## config.mk

```make
export PLATFORM = sky130hd
export DESIGN_NAME = uart_line_command_parser_unit
export DESIGN_NICKNAME = d
export VERILOG_FILES = /design/src/design/ulcp_pkg.sv /design/src/design/ulcp_front.sv /design/src/design/ulcp_queue.sv /design/src/design/ulcp_back.sv /design/src/design/uart_line_command_parser_unit.sv
export SDC_FILE = /design/constraint.sdc
export NUM_CORES = 1
export LEC_CHECK = 0
export BUFFER_PORTS_ARGS = -buffer_cell sky130_fd_sc_hd__buf_4
export CAP_MARGIN = 20
export CORE_ASPECT_RATIO = 0.6
export CORE_MARGIN = 2
export CORE_UTILIZATION = 34
export DETAILED_ROUTE_END_ITERATION = 10
export HOLD_SLACK_MARGIN = 0.05
export SLEW_MARGIN = 20
export SYNTH_ARGS = -nofsm -noshare
export SYNTH_HDL_FRONTEND = slang
export SYNTH_HIERARCHICAL = 1
export SYNTH_SLANG_ARGS = --single-unit
```

## constraint.sdc

```tcl
create_clock -name aclk -period 16.36 [get_ports aclk]
set_input_delay 1.636 -clock aclk [delete_from_list [all_inputs] [get_ports aclk]]
set_output_delay 1.636 -clock aclk [all_outputs]
set_load 0.01 [all_outputs]
```

## src/design/ulcp_pkg.sv

```systemverilog
`timescale 1ns / 1ps

package ulcp_pkg;

    localparam int LINE_CAPACITY = 128;
    localparam int LEN_W = $clog2(LINE_CAPACITY);

    localparam int QUEUE_DEPTH = 2;
    localparam int QPTR_W = $clog2(QUEUE_DEPTH);

    localparam int KW_COUNT = 6;
    localparam int KW_BAUD = 0;
    localparam int KW_CSUM = 1;
    localparam int KW_END = 2;
    localparam int KW_UPDATE = 3;
    localparam int KW_LEDON = 4;
    localparam int KW_LEDOFF = 5;
    localparam int PREFIX_LEN = 9;

    localparam logic [2:0] RESP_CONFIG_OK = 3'd0;
    localparam logic [2:0] RESP_CSUM_FAIL = 3'd1;
    localparam logic [2:0] RESP_SEND_CFG  = 3'd2;
    localparam logic [2:0] RESP_LED_ON    = 3'd3;
    localparam logic [2:0] RESP_LED_OFF   = 3'd4;
    localparam logic [2:0] RESP_INVALID   = 3'd5;

    // Summary of one finished, non-empty line handed from the front to the back.
    typedef struct packed {
        logic        is_end;
        logic        is_update;
        logic        is_led_on;
        logic        is_led_off;
        logic        baud_line;
        logic        csum_line;
        logic        hex_valid;
        logic [7:0]  hex_value;
        logic [7:0]  line_xor;
        logic [31:0] baud_value;
    } line_summary_t;

endpackage

```

## src/design/ulcp_front.sv

```systemverilog
`timescale 1ns / 1ps

module ulcp_front
    import ulcp_pkg::*;
(
    input  logic          aclk,
    input  logic          aresetn,
    input  logic          byte_valid,
    input  logic [7:0]    rx_byte,
    output logic          push,
    output line_summary_t push_data
);

    localparam logic [8*13-1:0] KW_TEXT [KW_COUNT] = '{
        "BAUDRATE=", "CHECKSUM=", {"END_", "CONFIG"}, {"UPDATE_", "CONFIG"}, "LED_ON", "LED_OFF"
    };
    localparam logic [3:0] KW_LEN [KW_COUNT] = '{4'd9, 4'd9, 4'd10, 4'd13, 4'd6, 4'd7};

    // Parse phases for the baud field and for the checksum field.
    localparam logic [2:0] PH_BLANK    = 3'd0;
    localparam logic [2:0] PH_DIG_POS  = 3'd1;
    localparam logic [2:0] PH_DIG_NEG  = 3'd2;
    localparam logic [2:0] PH_DONE_POS = 3'd3;
    localparam logic [2:0] PH_DONE_NEG = 3'd4;
    localparam logic [2:0] PH_HEX_ONE  = 3'd1;
    localparam logic [2:0] PH_HEX_TWO  = 3'd2;
    localparam logic [2:0] PH_HEX_NONE = 3'd3;

    localparam logic [7:0] CH_CR = 8'h0D;
    localparam logic [7:0] CH_LF = 8'h0A;
    localparam logic [31:0] SAT_MAG = 32'h8000_0000;
    localparam logic [31:0] MAX_POS = 32'h7FFF_FFFF;
    localparam logic [LEN_W-1:0] KEEP_LIMIT = LEN_W'(LINE_CAPACITY - 1);

    function automatic logic [7:0] kw_char(input int k, input logic [3:0] pos);
        logic [3:0] idx;
        idx = KW_LEN[k] - 4'd1 - pos;
        return KW_TEXT[k][idx*8 +: 8];
    endfunction

    function automatic logic is_blank(input logic [7:0] c);
        return c == 8'h20 || c == 8'h09 || c == 8'h0B || c == 8'h0C;
    endfunction

    function automatic logic [4:0] hex_digit(input logic [7:0] c);
        logic [7:0] v;
        v = 8'h00;
        if (c >= "0" && c <= "9") begin
            v = c - 8'h30;
            return {1'b1, v[3:0]};
        end
        if (c >= "a" && c <= "f") begin
            v = c - 8'h57;
            return {1'b1, v[3:0]};
        end
        if (c >= "A" && c <= "F") begin
            v = c - 8'h37;
            return {1'b1, v[3:0]};
        end
        return 5'b0;
    endfunction

    logic [LEN_W-1:0]    len_reg, len_next;
    logic [7:0]          xor_reg, xor_next;
    logic [KW_COUNT-1:0] flags_reg, flags_next;
    logic [31:0]         dec_reg, dec_next;
    logic [2:0]          phase_reg, phase_next;
    logic [7:0]          hex_reg, hex_next;

    logic                is_digit;
    logic [3:0]          dec_digit;
    logic [35:0]         dec_prod;
    logic [4:0]          hexd;
    logic                neg;

    always_comb begin
        len_next = len_reg;
        xor_next = xor_reg;
        flags_next = flags_reg;
        dec_next = dec_reg;
        phase_next = phase_reg;
        hex_next = hex_reg;
        push = 1'b0;
        is_digit = rx_byte >= "0" && rx_byte <= "9";
        dec_digit = 4'(rx_byte - 8'h30);
        dec_prod = ({4'b0, dec_reg} << 3) + ({4'b0, dec_reg} << 1) + {32'b0, dec_digit};
        hexd = hex_digit(rx_byte);

        if (byte_valid && rx_byte != CH_CR) begin
            if (rx_byte == CH_LF) begin
                push = len_reg != '0;
                len_next = '0;
                xor_next = '0;
                flags_next = '1;
                dec_next = '0;
                phase_next = PH_BLANK;
                hex_next = '0;
            end else if (len_reg < KEEP_LIMIT) begin
                for (int k = 0; k < KW_COUNT; k++) begin
                    if (flags_reg[k]) begin
                        if (len_reg < LEN_W'(KW_LEN[k])) begin
                            if (rx_byte != kw_char(k, len_reg[3:0])) begin
                                flags_next[k] = 1'b0;
                            end
                        end else if (k >= KW_END) begin
                            flags_next[k] = 1'b0;
                        end
                    end
                end
                if (len_reg >= LEN_W'(PREFIX_LEN)) begin
                    if (flags_next[KW_BAUD]) begin
                        if (phase_reg == PH_BLANK) begin
                            if (is_blank(rx_byte)) begin
                                phase_next = PH_BLANK;
                            end else if (rx_byte == "+") begin
                                phase_next = PH_DIG_POS;
                            end else if (rx_byte == "-") begin
                                phase_next = PH_DIG_NEG;
                            end else if (is_digit) begin
                                dec_next = {28'b0, dec_digit};
                                phase_next = PH_DIG_POS;
                            end else begin
                                phase_next = PH_DONE_POS;
                            end
                        end else if (phase_reg == PH_DIG_POS || phase_reg == PH_DIG_NEG) begin
                            if (is_digit) begin
                                dec_next = (dec_prod > {4'b0, SAT_MAG}) ? SAT_MAG : dec_prod[31:0];
                            end else begin
                                phase_next = phase_reg + 3'd2;
                            end
                        end
                    end else if (flags_next[KW_CSUM]) begin
                        if (phase_reg == PH_BLANK) begin
                            if (!is_blank(rx_byte)) begin
                                if (hexd[4]) begin
                                    hex_next = {4'b0, hexd[3:0]};
                                    phase_next = PH_HEX_ONE;
                                end else begin
                                    phase_next = PH_HEX_NONE;
                                end
                            end
                        end else if (phase_reg == PH_HEX_ONE) begin
                            if (hexd[4]) begin
                                hex_next = {hex_reg[3:0], hexd[3:0]};
                            end
                            phase_next = PH_HEX_TWO;
                        end
                    end
                end
                xor_next = xor_reg ^ rx_byte;
                len_next = len_reg + 1'b1;
            end
        end
    end

    // Line summary is built from the state before the line feed.
    always_comb begin
        neg = phase_reg == PH_DIG_NEG || phase_reg == PH_DONE_NEG;
        push_data.is_end = flags_reg[KW_END] && len_reg == LEN_W'(KW_LEN[KW_END]);
        push_data.is_update = flags_reg[KW_UPDATE] && len_reg == LEN_W'(KW_LEN[KW_UPDATE]);
        push_data.is_led_on = flags_reg[KW_LEDON] && len_reg == LEN_W'(KW_LEN[KW_LEDON]);
        push_data.is_led_off = flags_reg[KW_LEDOFF] && len_reg == LEN_W'(KW_LEN[KW_LEDOFF]);
        push_data.baud_line = flags_reg[KW_BAUD] && len_reg >= LEN_W'(PREFIX_LEN);
        push_data.csum_line = flags_reg[KW_CSUM] && len_reg >= LEN_W'(PREFIX_LEN);
        push_data.hex_valid = phase_reg == PH_HEX_ONE || phase_reg == PH_HEX_TWO;
        push_data.hex_value = hex_reg;
        push_data.line_xor = xor_reg;
        if (neg) begin
            push_data.baud_value = 32'd0 - dec_reg;
        end else begin
            push_data.baud_value = dec_reg[31] ? MAX_POS : dec_reg;
        end
    end

    always_ff @(posedge aclk) begin
        if (!aresetn) begin
            len_reg <= '0;
            xor_reg <= '0;
            flags_reg <= '1;
            dec_reg <= '0;
            phase_reg <= PH_BLANK;
            hex_reg <= '0;
        end else begin
            len_reg <= len_next;
            xor_reg <= xor_next;
            flags_reg <= flags_next;
            dec_reg <= dec_next;
            phase_reg <= phase_next;
            hex_reg <= hex_next;
        end
    end

endmodule

```

## src/design/ulcp_queue.sv

```systemverilog
`timescale 1ns / 1ps

module ulcp_queue
    import ulcp_pkg::*;
(
    input  logic          aclk,
    input  logic          aresetn,
    input  logic          push,
    input  line_summary_t push_data,
    output logic          full,
    output logic          not_empty,
    input  logic          pop,
    output line_summary_t pop_data
);

    line_summary_t       mem_reg [QUEUE_DEPTH];
    logic [QPTR_W-1:0]   wr_ptr_reg, rd_ptr_reg;
    logic [QPTR_W:0]     count_reg;

    assign full = count_reg == (QPTR_W + 1)'(QUEUE_DEPTH);
    assign not_empty = count_reg != '0;
    assign pop_data = mem_reg[rd_ptr_reg];

    always_ff @(posedge aclk) begin
        if (push) begin
            mem_reg[wr_ptr_reg] <= push_data;
        end
    end

    always_ff @(posedge aclk) begin
        if (!aresetn) begin
            wr_ptr_reg <= '0;
            rd_ptr_reg <= '0;
            count_reg <= '0;
        end else begin
            if (push) begin
                wr_ptr_reg <= (wr_ptr_reg == QPTR_W'(QUEUE_DEPTH - 1)) ? '0 : wr_ptr_reg + 1'b1;
            end
            if (pop) begin
                rd_ptr_reg <= (rd_ptr_reg == QPTR_W'(QUEUE_DEPTH - 1)) ? '0 : rd_ptr_reg + 1'b1;
            end
            if (push && !pop) begin
                count_reg <= count_reg + 1'b1;
            end else if (pop && !push) begin
                count_reg <= count_reg - 1'b1;
            end
        end
    end

endmodule

```

## src/design/ulcp_back.sv

```systemverilog
`timescale 1ns / 1ps

module ulcp_back
    import ulcp_pkg::*;
(
    input  logic          aclk,
    input  logic          aresetn,
    input  logic          line_valid,
    input  line_summary_t line_data,
    output logic          line_pop,
    output logic          m_tvalid,
    input  logic          m_tready,
    output logic [39:0]   m_tdata
);

    logic        cfg_mode_reg, cfg_mode_next;
    logic        led_reg, led_next;
    logic [7:0]  run_csum_reg, run_csum_next;
    logic [7:0]  rcv_csum_reg, rcv_csum_next;
    logic [31:0] pend_baud_reg, pend_baud_next;
    logic        baud_pend_reg, baud_pend_next;

    logic        out_valid_reg, out_valid_next;
    logic [2:0]  resp_reg, resp_next;
    logic        out_led_reg, out_led_next;
    logic        apply_reg, apply_next;
    logic [31:0] rate_reg, rate_next;

    assign line_pop = line_valid && (!out_valid_reg || m_tready);
    assign m_tvalid = out_valid_reg;
    assign m_tdata = {3'b000, rate_reg, apply_reg, out_led_reg, resp_reg};

    always_comb begin
        cfg_mode_next = cfg_mode_reg;
        led_next = led_reg;
        run_csum_next = run_csum_reg;
        rcv_csum_next = rcv_csum_reg;
        pend_baud_next = pend_baud_reg;
        baud_pend_next = baud_pend_reg;
        out_valid_next = out_valid_reg && !m_tready;
        resp_next = resp_reg;
        out_led_next = out_led_reg;
        apply_next = apply_reg;
        rate_next = rate_reg;

        if (line_pop) begin
            if (cfg_mode_reg && !line_data.is_end) begin
                // Config body lines update the checksum and pending baud state and answer nothing.
                if (!line_data.csum_line) begin
                    run_csum_next = run_csum_reg ^ line_data.line_xor;
                end
                if (line_data.baud_line) begin
                    pend_baud_next = line_data.baud_value;
                    baud_pend_next = 1'b1;
                end else if (line_data.csum_line && line_data.hex_valid) begin
                    rcv_csum_next = line_data.hex_value;
                end
            end else begin
                out_valid_next = 1'b1;
                apply_next = 1'b0;
                rate_next = '0;
                if (cfg_mode_reg) begin
                    if (run_csum_reg == rcv_csum_reg) begin
                        resp_next = RESP_CONFIG_OK;
                        apply_next = baud_pend_reg;
                        rate_next = baud_pend_reg ? pend_baud_reg : '0;
                    end else begin
                        resp_next = RESP_CSUM_FAIL;
                    end
                    cfg_mode_next = 1'b0;
                end else if (line_data.is_update) begin
                    resp_next = RESP_SEND_CFG;
                    cfg_mode_next = 1'b1;
                end else if (line_data.is_led_on) begin
                    resp_next = RESP_LED_ON;
                    led_next = 1'b1;
                end else if (line_data.is_led_off) begin
                    resp_next = RESP_LED_OFF;
                    led_next = 1'b0;
                end else begin
                    resp_next = RESP_INVALID;
                end
                if (cfg_mode_reg || line_data.is_update) begin
                    run_csum_next = '0;
                    rcv_csum_next = '0;
                    pend_baud_next = '0;
                    baud_pend_next = 1'b0;
                end
                out_led_next = led_next;
            end
        end
    end

    always_ff @(posedge aclk) begin
        if (!aresetn) begin
            cfg_mode_reg <= 1'b0;
            led_reg <= 1'b0;
            run_csum_reg <= '0;
            rcv_csum_reg <= '0;
            pend_baud_reg <= '0;
            baud_pend_reg <= 1'b0;
            out_valid_reg <= 1'b0;
        end else begin
            cfg_mode_reg <= cfg_mode_next;
            led_reg <= led_next;
            run_csum_reg <= run_csum_next;
            rcv_csum_reg <= rcv_csum_next;
            pend_baud_reg <= pend_baud_next;
            baud_pend_reg <= baud_pend_next;
            out_valid_reg <= out_valid_next;
        end
    end

    always_ff @(posedge aclk) begin
        resp_reg <= resp_next;
        out_led_reg <= out_led_next;
        apply_reg <= apply_next;
        rate_reg <= rate_next;
    end

endmodule

```

## src/design/uart_line_command_parser_unit.sv

```systemverilog
`timescale 1ns / 1ps
// Line command parser for received serial bytes.
// The s_ channel takes one received byte per transaction. Carriage returns are
// dropped, a line feed ends the line, and at most 127 characters of a line are kept.
// The m_ channel carries one response per answered line: every non-empty line in
// normal mode (invalid ones included) and the end-of-configuration line answer;
// config body lines and empty lines give no transaction.
// The front matches keywords and parses fields one byte per cycle while the queue
// has room; a finished line goes as a summary into a two-entry queue, and the back
// updates mode, LED and checksum state and loads the output register.
// Throughput: one byte per cycle while s_tready is high.
// A line's summary enters the queue when its line feed is accepted; the back pops it
// into the output register once that register is empty or being read.
// When the receiver stalls, the output register holds its response, the queue
// takes up to two more line summaries, and then s_tready drops until room frees up.
// Reset (aresetn low at a clock edge) returns to normal mode with the LED off,
// clears the partial line, the queue and the checksum state, and drops any response.

module uart_line_command_parser_unit
    import ulcp_pkg::*;
(
    input  logic        aclk,
    input  logic        aresetn,
    input  logic        s_tvalid,
    output logic        s_tready,
    input  logic [7:0]  s_tdata,   // [7:0] rx_byte
    output logic        m_tvalid,
    input  logic        m_tready,
    output logic [39:0] m_tdata    // [2:0] response, [3] led_level, [4] apply_baud,
                                   // [36:5] baud value, [39:37] zero
);

    logic          q_full;
    logic          q_not_empty;
    logic          q_push;
    logic          q_pop;
    line_summary_t q_push_data;
    line_summary_t q_pop_data;

    assign s_tready = !q_full;

    ulcp_front u_front (
        .aclk      (aclk),
        .aresetn   (aresetn),
        .byte_valid(s_tvalid && s_tready),
        .rx_byte   (s_tdata),
        .push      (q_push),
        .push_data (q_push_data)
    );

    ulcp_queue u_queue (
        .aclk      (aclk),
        .aresetn   (aresetn),
        .push      (q_push),
        .push_data (q_push_data),
        .full      (q_full),
        .not_empty (q_not_empty),
        .pop       (q_pop),
        .pop_data  (q_pop_data)
    );

    ulcp_back u_back (
        .aclk      (aclk),
        .aresetn   (aresetn),
        .line_valid(q_not_empty),
        .line_data (q_pop_data),
        .line_pop  (q_pop),
        .m_tvalid  (m_tvalid),
        .m_tready  (m_tready),
        .m_tdata   (m_tdata)
    );

endmodule
```

# Word level (Yosys, flattened, before mapping)
# Memories as Yosys holds them, arrays and structs flattened. A register that Yosys moved wholly into a read port is not among the register bits.
# Cells that the tools add are included.
[op_classes]
add_sub_neg = 17
magnitude_cmp = 14
div = 0
n_mul = 0
n_reduce_logical = 56
muxes = 117
n_bitwise = 3
n_eq_ne = 34
shifts = 6
[op_table]
columns = ["cell", "count"]
rows = [
  ["$shiftx 104x8->8 const A", 6],
  ["$mux 32", 16],
  ["$mux 8", 18],
  ["$mux 1", 51],
  ["$mux 3", 17],
  ["$ne 8x8->1", 6],
  ["$add 35x33->36", 1],
  ["$add 36x4->36", 1],
  ["$gt 36x32->1 const B", 1],
  ["$eq 8x4->1 const B", 4],
  ["$sub 1x32->32 const A", 1],
  ["$mux 31", 1],
  ["$mux 5", 6],
  ["$eq 8x6->1 const B", 3],
  ["$lt 7x4->1 const B", 3],
  ["$logic_and 1x1->1", 17],
  ["$ge 8x7->1 const B", 2],
  ["$le 8x7->1 const B", 2],
  ["$reduce_and 8->1", 2],
  ["$reduce_bool 2->1", 8],
  ["$xor 8x8->8", 2],
  ["$eq 7x3->1 const B", 2],
  ["$eq 7x4->1 const B", 2],
  ["$lt 7x3->1 const B", 2],
  ["other kinds (38)", 73],
]
[word_totals]
romBits = 0
ram_bits = 110
output_inout_bits = 42
memories = 1
register_bits = 157
in_bits = 12
word_cells = 268
latchBits = 0
[mem_list]
columns = ["name", "depth", "width", "read_ports", "rd_ports_with_merged_regs", "wr", "line_no", "source"]
rows = [
  ["u_queue.mem_reg", 2, 55, 1, 1, 1, "ulcp_queue.sv:16", "line_summary_t mem_reg [QUEUE_DEPTH];"],
]

# Longest topological paths before layout
# Gate-level depths: netlist of run 1.
[logic_depth]
word_depth = 17
ltp_mapped = 16
mapped_depth_nobuf = 14

# Cells and area by module
# The synthesis of run 1 kept the hierarchy.
[modules_own_cells]
columns = ["module", "area_per_inst_um2", "seq_area_each_um2", "n_inst", "cells_per_inst"]
rows = [
  ["ulcp_front", 7703.6, 1281.2, 1, 1067],
  ["ulcp_queue", 4207.8, 3403.3, 1, 193],
  ["ulcp_back", 3892.5, 2152.1, 1, 331],
  ["uart_line_command_parser_unit", 10.0, 0.0, 1, 2],
]

# Least setup slack after synthesis of run 1
# Ideal clock, no wire load.
[synth_path]
kind = "input-to-reg"
start = "input s_tdata[6]"
end = "memory u_queue/mem_reg[0][0] (netlist name), enable pin"
t_arrival_ps = 6116
setup_ps = 476
setup_slack_ps = 9768
path_buffers = 1
stages = 7
required_time_ps = 15884
path_cell_list = "or3_1 > or3_1 > or3b_2 > buf_2 > or2_2 > a31oi_1 > nor2b_1"
[synth_between]
elab_chain_len = 5
elab_cells_between_ends = 7
classes_between = "2 x eq/ne; 4 x mux; 1 x reduce/logical"
[synth_rtl]
columns = ["element", "line_no", "source"]
rows = [
  ["start: declaration", "uart_line_command_parser_unit.sv:26", "input logic [7:0] s_tdata,"],
  ["$eq 8x4->1 or $ne 8x4->1 (tied branches)", "ulcp_front.sv:90, ulcp_front.sv:89", ""],
  ["$mux 1 or $logic_and 1x1->1 (tied branches)", "ulcp_front.sv:90, ulcp_front.sv:89", ""],
  ["$mux 1 *", "ulcp_front.sv:89", "if (byte_valid && rx_byte != CH_CR) begin"],
  ["named net q_push", "uart_line_command_parser_unit.sv:35", "logic q_push;"],
  ["$mux 1 *", "ulcp_queue.sv:25", "if (push) begin"],
  ["$mux 1 (not written as such) *", "ulcp_queue.sv:26", "mem_reg[wr_ptr_reg] <= push_data;"],
  ["end: declaration", "ulcp_queue.sv:16", ""],
]
# The timed path passes the listed nets; every way through them passes the cells marked *.

# Final worst setup path of run 1
[layout_path]
start = "input s_tdata[3]"
end = "register u_front.dec_reg[16]"
[layout_between]
elab_chain_len = 11
elab_cells_between_ends = 43
classes_between = "2 x add/sub; 3 x order compare; 12 x eq/ne; 14 x mux; 12 x reduce/logical"
[layout_rtl]
columns = ["element", "line_no", "source"]
rows = [
  ["$sub 4x1->4", "ulcp_front.sv:85", "dec_digit = 4'(rx_byte - 8'h30);"],
  ["$add 36x4->36", "ulcp_front.sv:86", "dec_prod = ({4'b0, dec_reg} << 3) + ({4'b0, dec_reg} << 1) + {32'b0, dec_digit};"],
  ["$gt 36x32->1", "ulcp_front.sv:127", "dec_next = (dec_prod > {4'b0, SAT_MAG}) ? SAT_MAG : dec_prod[31:0];"],
  ["$mux 32", "ulcp_front.sv:127", ""],
  ["$mux 32", "ulcp_front.sv:126", "if (is_digit) begin"],
  ["$mux 32", "ulcp_front.sv:125", "end else if (phase_reg == PH_DIG_POS || phase_reg == PH_DIG_NEG) begin"],
  ["$mux 32", "ulcp_front.sv:112", "if (phase_reg == PH_BLANK) begin"],
  ["$mux 32", "ulcp_front.sv:111", "if (flags_next[KW_BAUD]) begin"],
  ["$mux 32", "ulcp_front.sv:110", "if (len_reg >= LEN_W'(PREFIX_LEN)) begin"],
  ["$mux 32", "ulcp_front.sv:98", "end else if (len_reg < KEEP_LIMIT) begin"],
  ["$mux 32", "ulcp_front.sv:90", "if (rx_byte == CH_LF) begin"],
  ["end signal: assignment", "ulcp_front.sv:187", "dec_reg <= dec_next;"],
  ["end: declaration", "ulcp_front.sv:66", "logic [31:0] dec_reg, dec_next;"],
]
# Parallel ways exist; a longest one is shown, timed or not. The select of a mux whose other input is x is not followed.
# A chain may end at the register's enable or synchronous reset.

==> impl_metrics.csv, run 1 <==
group,metric,value,unit
setup_path,r2r_start,"u_front/len_reg[0]",
placed_design,port_buffers,50,
sta,rsz0062_at_grt,"no",
hold_path,hold_depth,1,
logic_synthesis,syn_avg_cell_area,9.93,µm²
sta,fin_skew,0.0140,ns
setup_path,end_kind,"flop",
cts,clk_pin_slew,0.06,ns
detailed_routing,route.detailed.drc,0,
detailed_routing,wl_met2,14100,µm
cells_and_area,final_core_utilization,0.378,
global_route,grt_max_degree,56,
logic_synthesis,synth_top_area_frac,0.279,
pwr,swShare,0.286,
detailed_routing,antenna_left,0,
sta,finalSetupViolations,0,
sta,worst_pin_slew,1.09,ns
setup_path,rrSetupSlack,11.09,ns
pwr,peakVddDrop,75.9,µV
sta,period_needed,5.83,ns
detailed_routing,wl_met1,22600,µm
pwr,pwr-share-comb,0.211,
detailed_routing,dr.pass1.iters,5,
placed_design,gp_congestion,0.907,
pwr,leakage,6.74,nW
logic_synthesis,ys_top_cells_by_area,"edfxtp_1 28%, dfxtp_1 15%, ha_1 7.2%, mux2_2 4.1%, o21ai_0 3.2%",
cells_and_area,layout-drive-gt1-share,0.161,
cts,cts_resized,0,
placed_design,dpl.hpwl,29900,µm
hold_path,whs_endpoint,"u_front/flags_reg[4]",
global_route,grt_pass1_vias,11300,
setup_path,crit_type,"in -> reg",
global_route,antenna_found_initial,0,
global_route,overflow,0,
cts,cts_tree,"yes",
sta,fmax,171,MHz
floorplan,die_x,282,µm
logic_synthesis,synthArstFlopShare,0,
detailed_routing,wl_per_cell,18.2,µm
detailed_routing,drt-initial-drc-count,1134,
setup_path,cp_slowest_cell,"nor4_4",
status,outcome,"finished clean",
logic_synthesis,synth_top_cell_by_area,"edfxtp_1",
floorplan,start_util,0.343,
pwr,p_int,1.27,mW
floorplan,dieHeight,171,µm
logic_synthesis,yosys_warnings,6,
logic_synthesis,syn_area,15800,µm²
cells_and_area,areaGrowthSynthToFinish,10.1,%
cts,htree_num_levels,1,
cells_and_area,nets,1696,
hold_path,min-delay-start,"u_front/flags_reg[4]",
setup_path,crit_start,"s_tdata[3]",
setup_path,r2r_cells,12,
setup_path,worstReg2RegEnd,"u_front/dec_reg[16]",
floorplan,rows,61,
detailed_routing,wl_met3,3620,µm
setup_path,crit_chain,"buf_4, inv_1, fa_1, fa_1, nor2b_1, o31ai_1, a211oi_1, nor4b_2, o31a_1, o41ai_1, xor2_1, nor4_4, o211ai_4, o21ai_1",
cts,hold_buffers,0,
setup_path,crit_top_cell,"fa_1",
pwr,p_sw,0.511,mW
setup_path,crit_path_max_fanout,17,
logic_synthesis,postSynthCellCount,1593,
cts,clockBufferDepth,3,
detailed_routing,wl,40800,µm
detailed_routing,routed.top_layer,"met4",
logic_synthesis,synth_seq_area_share,0.432,
sta,drv_slew,0,
cts,post_cts_buffers,0,
hold_path,hold_class,"reg -> reg",
cts,worst_skew_pair.late_latency,0.55,ns
sta,fin_setup_tns,0,ns
pwr,clockPowerShare,0.338,
cells_and_area,largest_reg_flops,110,
run,maxCapViolCount,0,
floorplan,die_area,48300,µm²
cts,cts_sinks,268,
global_route,grt_usage,0.169,
logic_synthesis,synth_ff_type,"edfxtp_1",
floorplan,io_pins,54,
pwr,powerDensity,103,nW/µm²
global_route,grt_pass1_wl,64900,µm
sta,min_period_over_period,0.357,
logic_synthesis,ys_ff_latch,268,
setup_path,crit_path_start_kind,"input port",
setup_path,required,16.82,ns
setup_path,critPathArrivalTime,6.30,ns
floorplan,core_area,46100,µm²
pwr,power.sequential.fraction,0.451,
logic_synthesis,synth-edff-count,147,
sta,slew_headroom,0.276,
cells_and_area,antenna_cells,0,
detailed_routing,viasPerCell,5.42,
setup_path,max_stage_delay,0.83,ns
cts,ctsRootBufferMaster,"clkbuf_16",
detailed_routing,vias,12100,
cts,numCtsBuffers,27,
logic_synthesis,synth_cell_types,98,
sta,hold_viol_final,0,
[cell usage in the layout, fill, tap and decap left out, drive strengths merged, types with 11 or more instances in the layout]
cell type / count
nor2: 159
edfxtp: 147
nand2: 128
dfxtp: 121
o21ai: 116
ha: 91
a21oi: 90
buf: 59
mux2: 57
a22oi: 45
xnor2: 42
and2: 42
inv: 42
clkbuf: 40
xor2: 39
nand3: 38
nor3: 37
a21o: 30
a31oi: 24
nand4: 20
or3: 19
nor2b: 16
nor3b: 15
o21a: 13
nand2b: 13
o211ai: 13
nor4: 11
[synth_stat cells, drive strengths merged (37+ instances only)]
library cell and number:
a21oi 90, a22oi 45, and2 42, buf 42, clkbuf 50, dfxtp 121, edfxtp 147, ha 91
inv 40, mux2 57, nand2 128, nand3 38, nor2 159, nor3 37, o21ai 116, xnor2 42
xor2 39
[critical path, delay by kind of cell]
kind                       cells  cell delay [ns]
and+or+nand+nor                3             1.20
AOI/OAI and AO/OA              6             1.86
adders and majority gates      2             1.04
xor gates and xnor gates       1             0.16
buffers and inverters          2             0.37
[power groups by stage]
stage	clock (mW)	sequential, mW	combinational, mW
2_1_floorplan	0	0.834	0.256
3_3_place_gp	0	0.819	0.369
3_5_place_dp	0	0.821	0.374
5_1_grt	0.648	0.812	0.414
6_report	0.604	0.805	0.376
4_1_cts	0.620	0.806	0.376
[stage by stage]
step                cell area, µm²  instances  power (mW)  worst slack (ns)  hold WS, ns
detailed placement           16500       2192        1.20             10.09        0.433
global route                 17400       2242        1.87             10.22        0.464
floorplan                    15800       1595        1.09              9.77        0.418
global placement             16500       2192        1.19             10.20        0.430
CTS                          17400       2242        1.80             10.64        0.447
finish                       17400       2242        1.79             10.53        0.448
[final cells by class]
type	count	area (µm²)
fillers	4584	28700
well taps	630	788
clock buffers	40	744
inverters	42	158
flip-flops and latches	268	6840
multi-input cells	1193	8320
repair buffers	59	443
clock inverters	10	119
[cells by family after synthesis]
| group | count (synthesis) | share of synthesized area |
|---|---|---|
| xor+xnor | 81 | 0.0449 |
| other cells | 1 | 0.000237 |
| compound gates | 408 | 0.180 |
| simple gates | 544 | 0.180 |
| mux | 64 | 0.0450 |
| buf+inv | 134 | 0.0437 |
| flops | 268 | 0.432 |
| fa+ha+maj | 93 | 0.0745 |
[routing by layer]
metal  vias up  global-route usage
met5         -                   0
met4         0              0.0246
met3        45              0.0392
met2       432               0.206
met1      5822               0.288
li1       5844                   -
[worst max path at each step]
stage	slack, ns	cells past startpoint	end
finish	10.53	14	u_front/dec_reg[16]
global route	10.22	14	u_front/dec_reg[8]
CTS	10.64	14	u_front/dec_reg[16]
detailed placement	10.09	14	u_front/dec_reg[6]
global placement	10.20	14	u_front/dec_reg[19]
floorplan	9.77	7	u_queue/mem_reg[0][0]
(Power assumes the default switching activity.)
==> inputs of run 2 (changes only) <==
==> constraint.sdc (replaced) <==
create_clock -name aclk -period 5.8 [get_ports aclk]
set_input_delay 0.58 -clock aclk [delete_from_list [all_inputs] [get_ports aclk]]
set_output_delay 0.58 -clock aclk [all_outputs]
set_load 0.01 [all_outputs]
==> run 2 against run 1 <==
Via count decreased by 1.0%. Sequential power increased to 2.8 times the previous value. Die area unchanged. Combinational power increased to 2.8 times the previous value. Register-to-register slack got worse by 10 ns. Global-route usage decreased by 0.19 points. Sequential cell count unchanged. Worst hold slack got worse by 0.041 ns. Sequential share of layout area decreased by 0.17 points.
==> impl_metrics.csv, run 2 (synthesis results as in run 1) <==
group,metric,value,unit
status,outcome,"finished clean",
placed_design,dpl.hpwl,29600,µm
global_route,grt_max_degree,56,
sta,hold_slack,0.407,ns
hold_path,hold_class,"in -> reg",
global_route,grt_pass1_wl,63800,µm
detailed_routing,antenna_left,0,
setup_path,crit_path_max_fanout,15,
pwr,powerDensity,290,nW/µm²
sta,worst_slack,0.906,ns
floorplan,rows,61,
cts,cts_tree,"yes",
setup_path,critPathArrivalTime,5.35,ns
sta,fin_setup_tns,0,ns
cts,clk_pin_slew,0.06,ns
run,maxCapViolCount,0,
floorplan,die_x,282,µm
detailed_routing,viasPerCell,5.35,
sta,slew_headroom,0.298,
cts,clockBufferDepth,3,
sta,rsz0062_at_grt,"no",
sta,fin_skew,0.00907,ns
detailed_routing,wl_met3,3250,µm
detailed_routing,wl,40600,µm
setup_path,crit_path_start_kind,"flop",
detailed_routing,wl_met2,14100,µm
global_route,grt_usage,0.167,
cts,hold_buffers,0,
cells_and_area,most-common-layout-cells,"147 x edfxtp_1, 128 x nor2_1, 127 x nand2_1, 120 x dfxtp_1, 100 x o21ai_0",
sta,period_needed,4.89,ns
global_route,antenna_found_initial,0,
detailed_routing,dr.pass1.iters,5,
floorplan,dieHeight,171,µm
sta,drv_slew,0,
sta,min_period_over_period,0.844,
cells_and_area,largest_reg_flops,110,
cts,cts_sinks,268,
sta,fmax,204,MHz
cts,post_cts_buffers,0,
setup_path,end_kind,"flop",
detailed_routing,drt-initial-drc-count,1140,
pwr,peakVddDrop,204,µV
placed_design,preCtsSetupSlack,0.708,ns
cells_and_area,areaGrowthSynthToFinish,10.6,%
detailed_routing,routed.top_layer,"met4",
sta,worst_pin_slew,1.05,ns
detailed_routing,vias,12000,
placed_design,gp_congestion,0.921,
detailed_routing,wl_met1,22800,µm
sta,finalSetupViolations,0,
floorplan,die_area,48300,µm²
cells_and_area,final_common_cell,"edfxtp_1",
cells_and_area,layout-drive-gt1-share,0.166,
detailed_routing,wl_per_cell,18.1,µm
pwr,power,5.07,mW
floorplan,io_pins,54,
cts,htree_num_levels,1,
cells_and_area,nets,1699,
floorplan,start_util,0.343,
floorplan,core_area,46100,µm²
setup_path,crit_type,"reg -> reg",
placed_design,port_buffers,50,
setup_path,required,6.25,ns
pwr,leakage,6.77,nW
cts,ctsRootBufferMaster,"clkbuf_16",
detailed_routing,route.detailed.drc,0,
cts,numCtsBuffers,27,
global_route,grt_pass1_vias,10900,
sta,hold_viol_final,0,
cts,cts_resized,0,
global_route,overflow,0,
cts,worst_skew_pair.late_latency,0.56,ns
## run 2: per-layer routing
metal | vias up | track usage
li1 | 5852 | -
met1 | 5724 | 0.295
met2 | 402 | 0.199
met3 | 39 | 0.0277
met4 | 0 | 0.0244
met5 | - | 0
## run 2: cell type report
| cell class | count | area, µm² |
|---|---|---|
| timing repair buffer | 62 | 478 |
| antenna | 1 | 2.50 |
| clock inverter | 11 | 104 |
| tap | 630 | 788 |
| inverter | 42 | 158 |
| clock buffer | 39 | 793 |
| sequential | 268 | 6840 |
| fill | 4595 | 28600 |
| multi-input combinational | 1193 | 8330 |
## run 2: worst paths after layout
check	from	to	slack (ns)	cells after the start
setup / recovery	u_front/len_reg[0]	u_front/hex_reg[0]	0.91	12
hold / removal	m_tready	u_back/m_tvalid	0.41	3
hold reg to reg	u_front/hex_reg[7]	u_queue/mem_reg[1][47]	0.45	0
setup reg to reg	u_front/len_reg[0]	u_front/hex_reg[0]	0.91	12
## run 2: worst max-delay path, stage by stage (launching register included)
cell and delay [ns]:
dfxtp_1 0.68, inv_1 0.33, ha_1 0.45, ha_1 0.49, nand2_1 0.14, a211oi_1 0.26
o21bai_1 0.10, a2111o_1 0.42, o41ai_1 0.53, o21ai_0 0.22, nor2_1 0.78, o211ai_1 0.19
o211a_1 0.17
## run 2: power by group
part | switching [mW] | internal (mW)
combinational | 0.622 | 0.426
sequential | 0.0977 | 2.19
clock | 0.731 | 1.00
total | 1.45 | 3.62
## run 2: stage by stage
stage | cells | util | area [µm²]
final | 2246 | 0.379 | 17500
after CTS | 2245 | 0.379 | 17500
after global routing | 2245 | 0.379 | 17500
after detailed placement | 2195 | 0.359 | 16600
after floorplan | 1595 | - | 15800
after global placement | 2195 | 0.359 | 16600
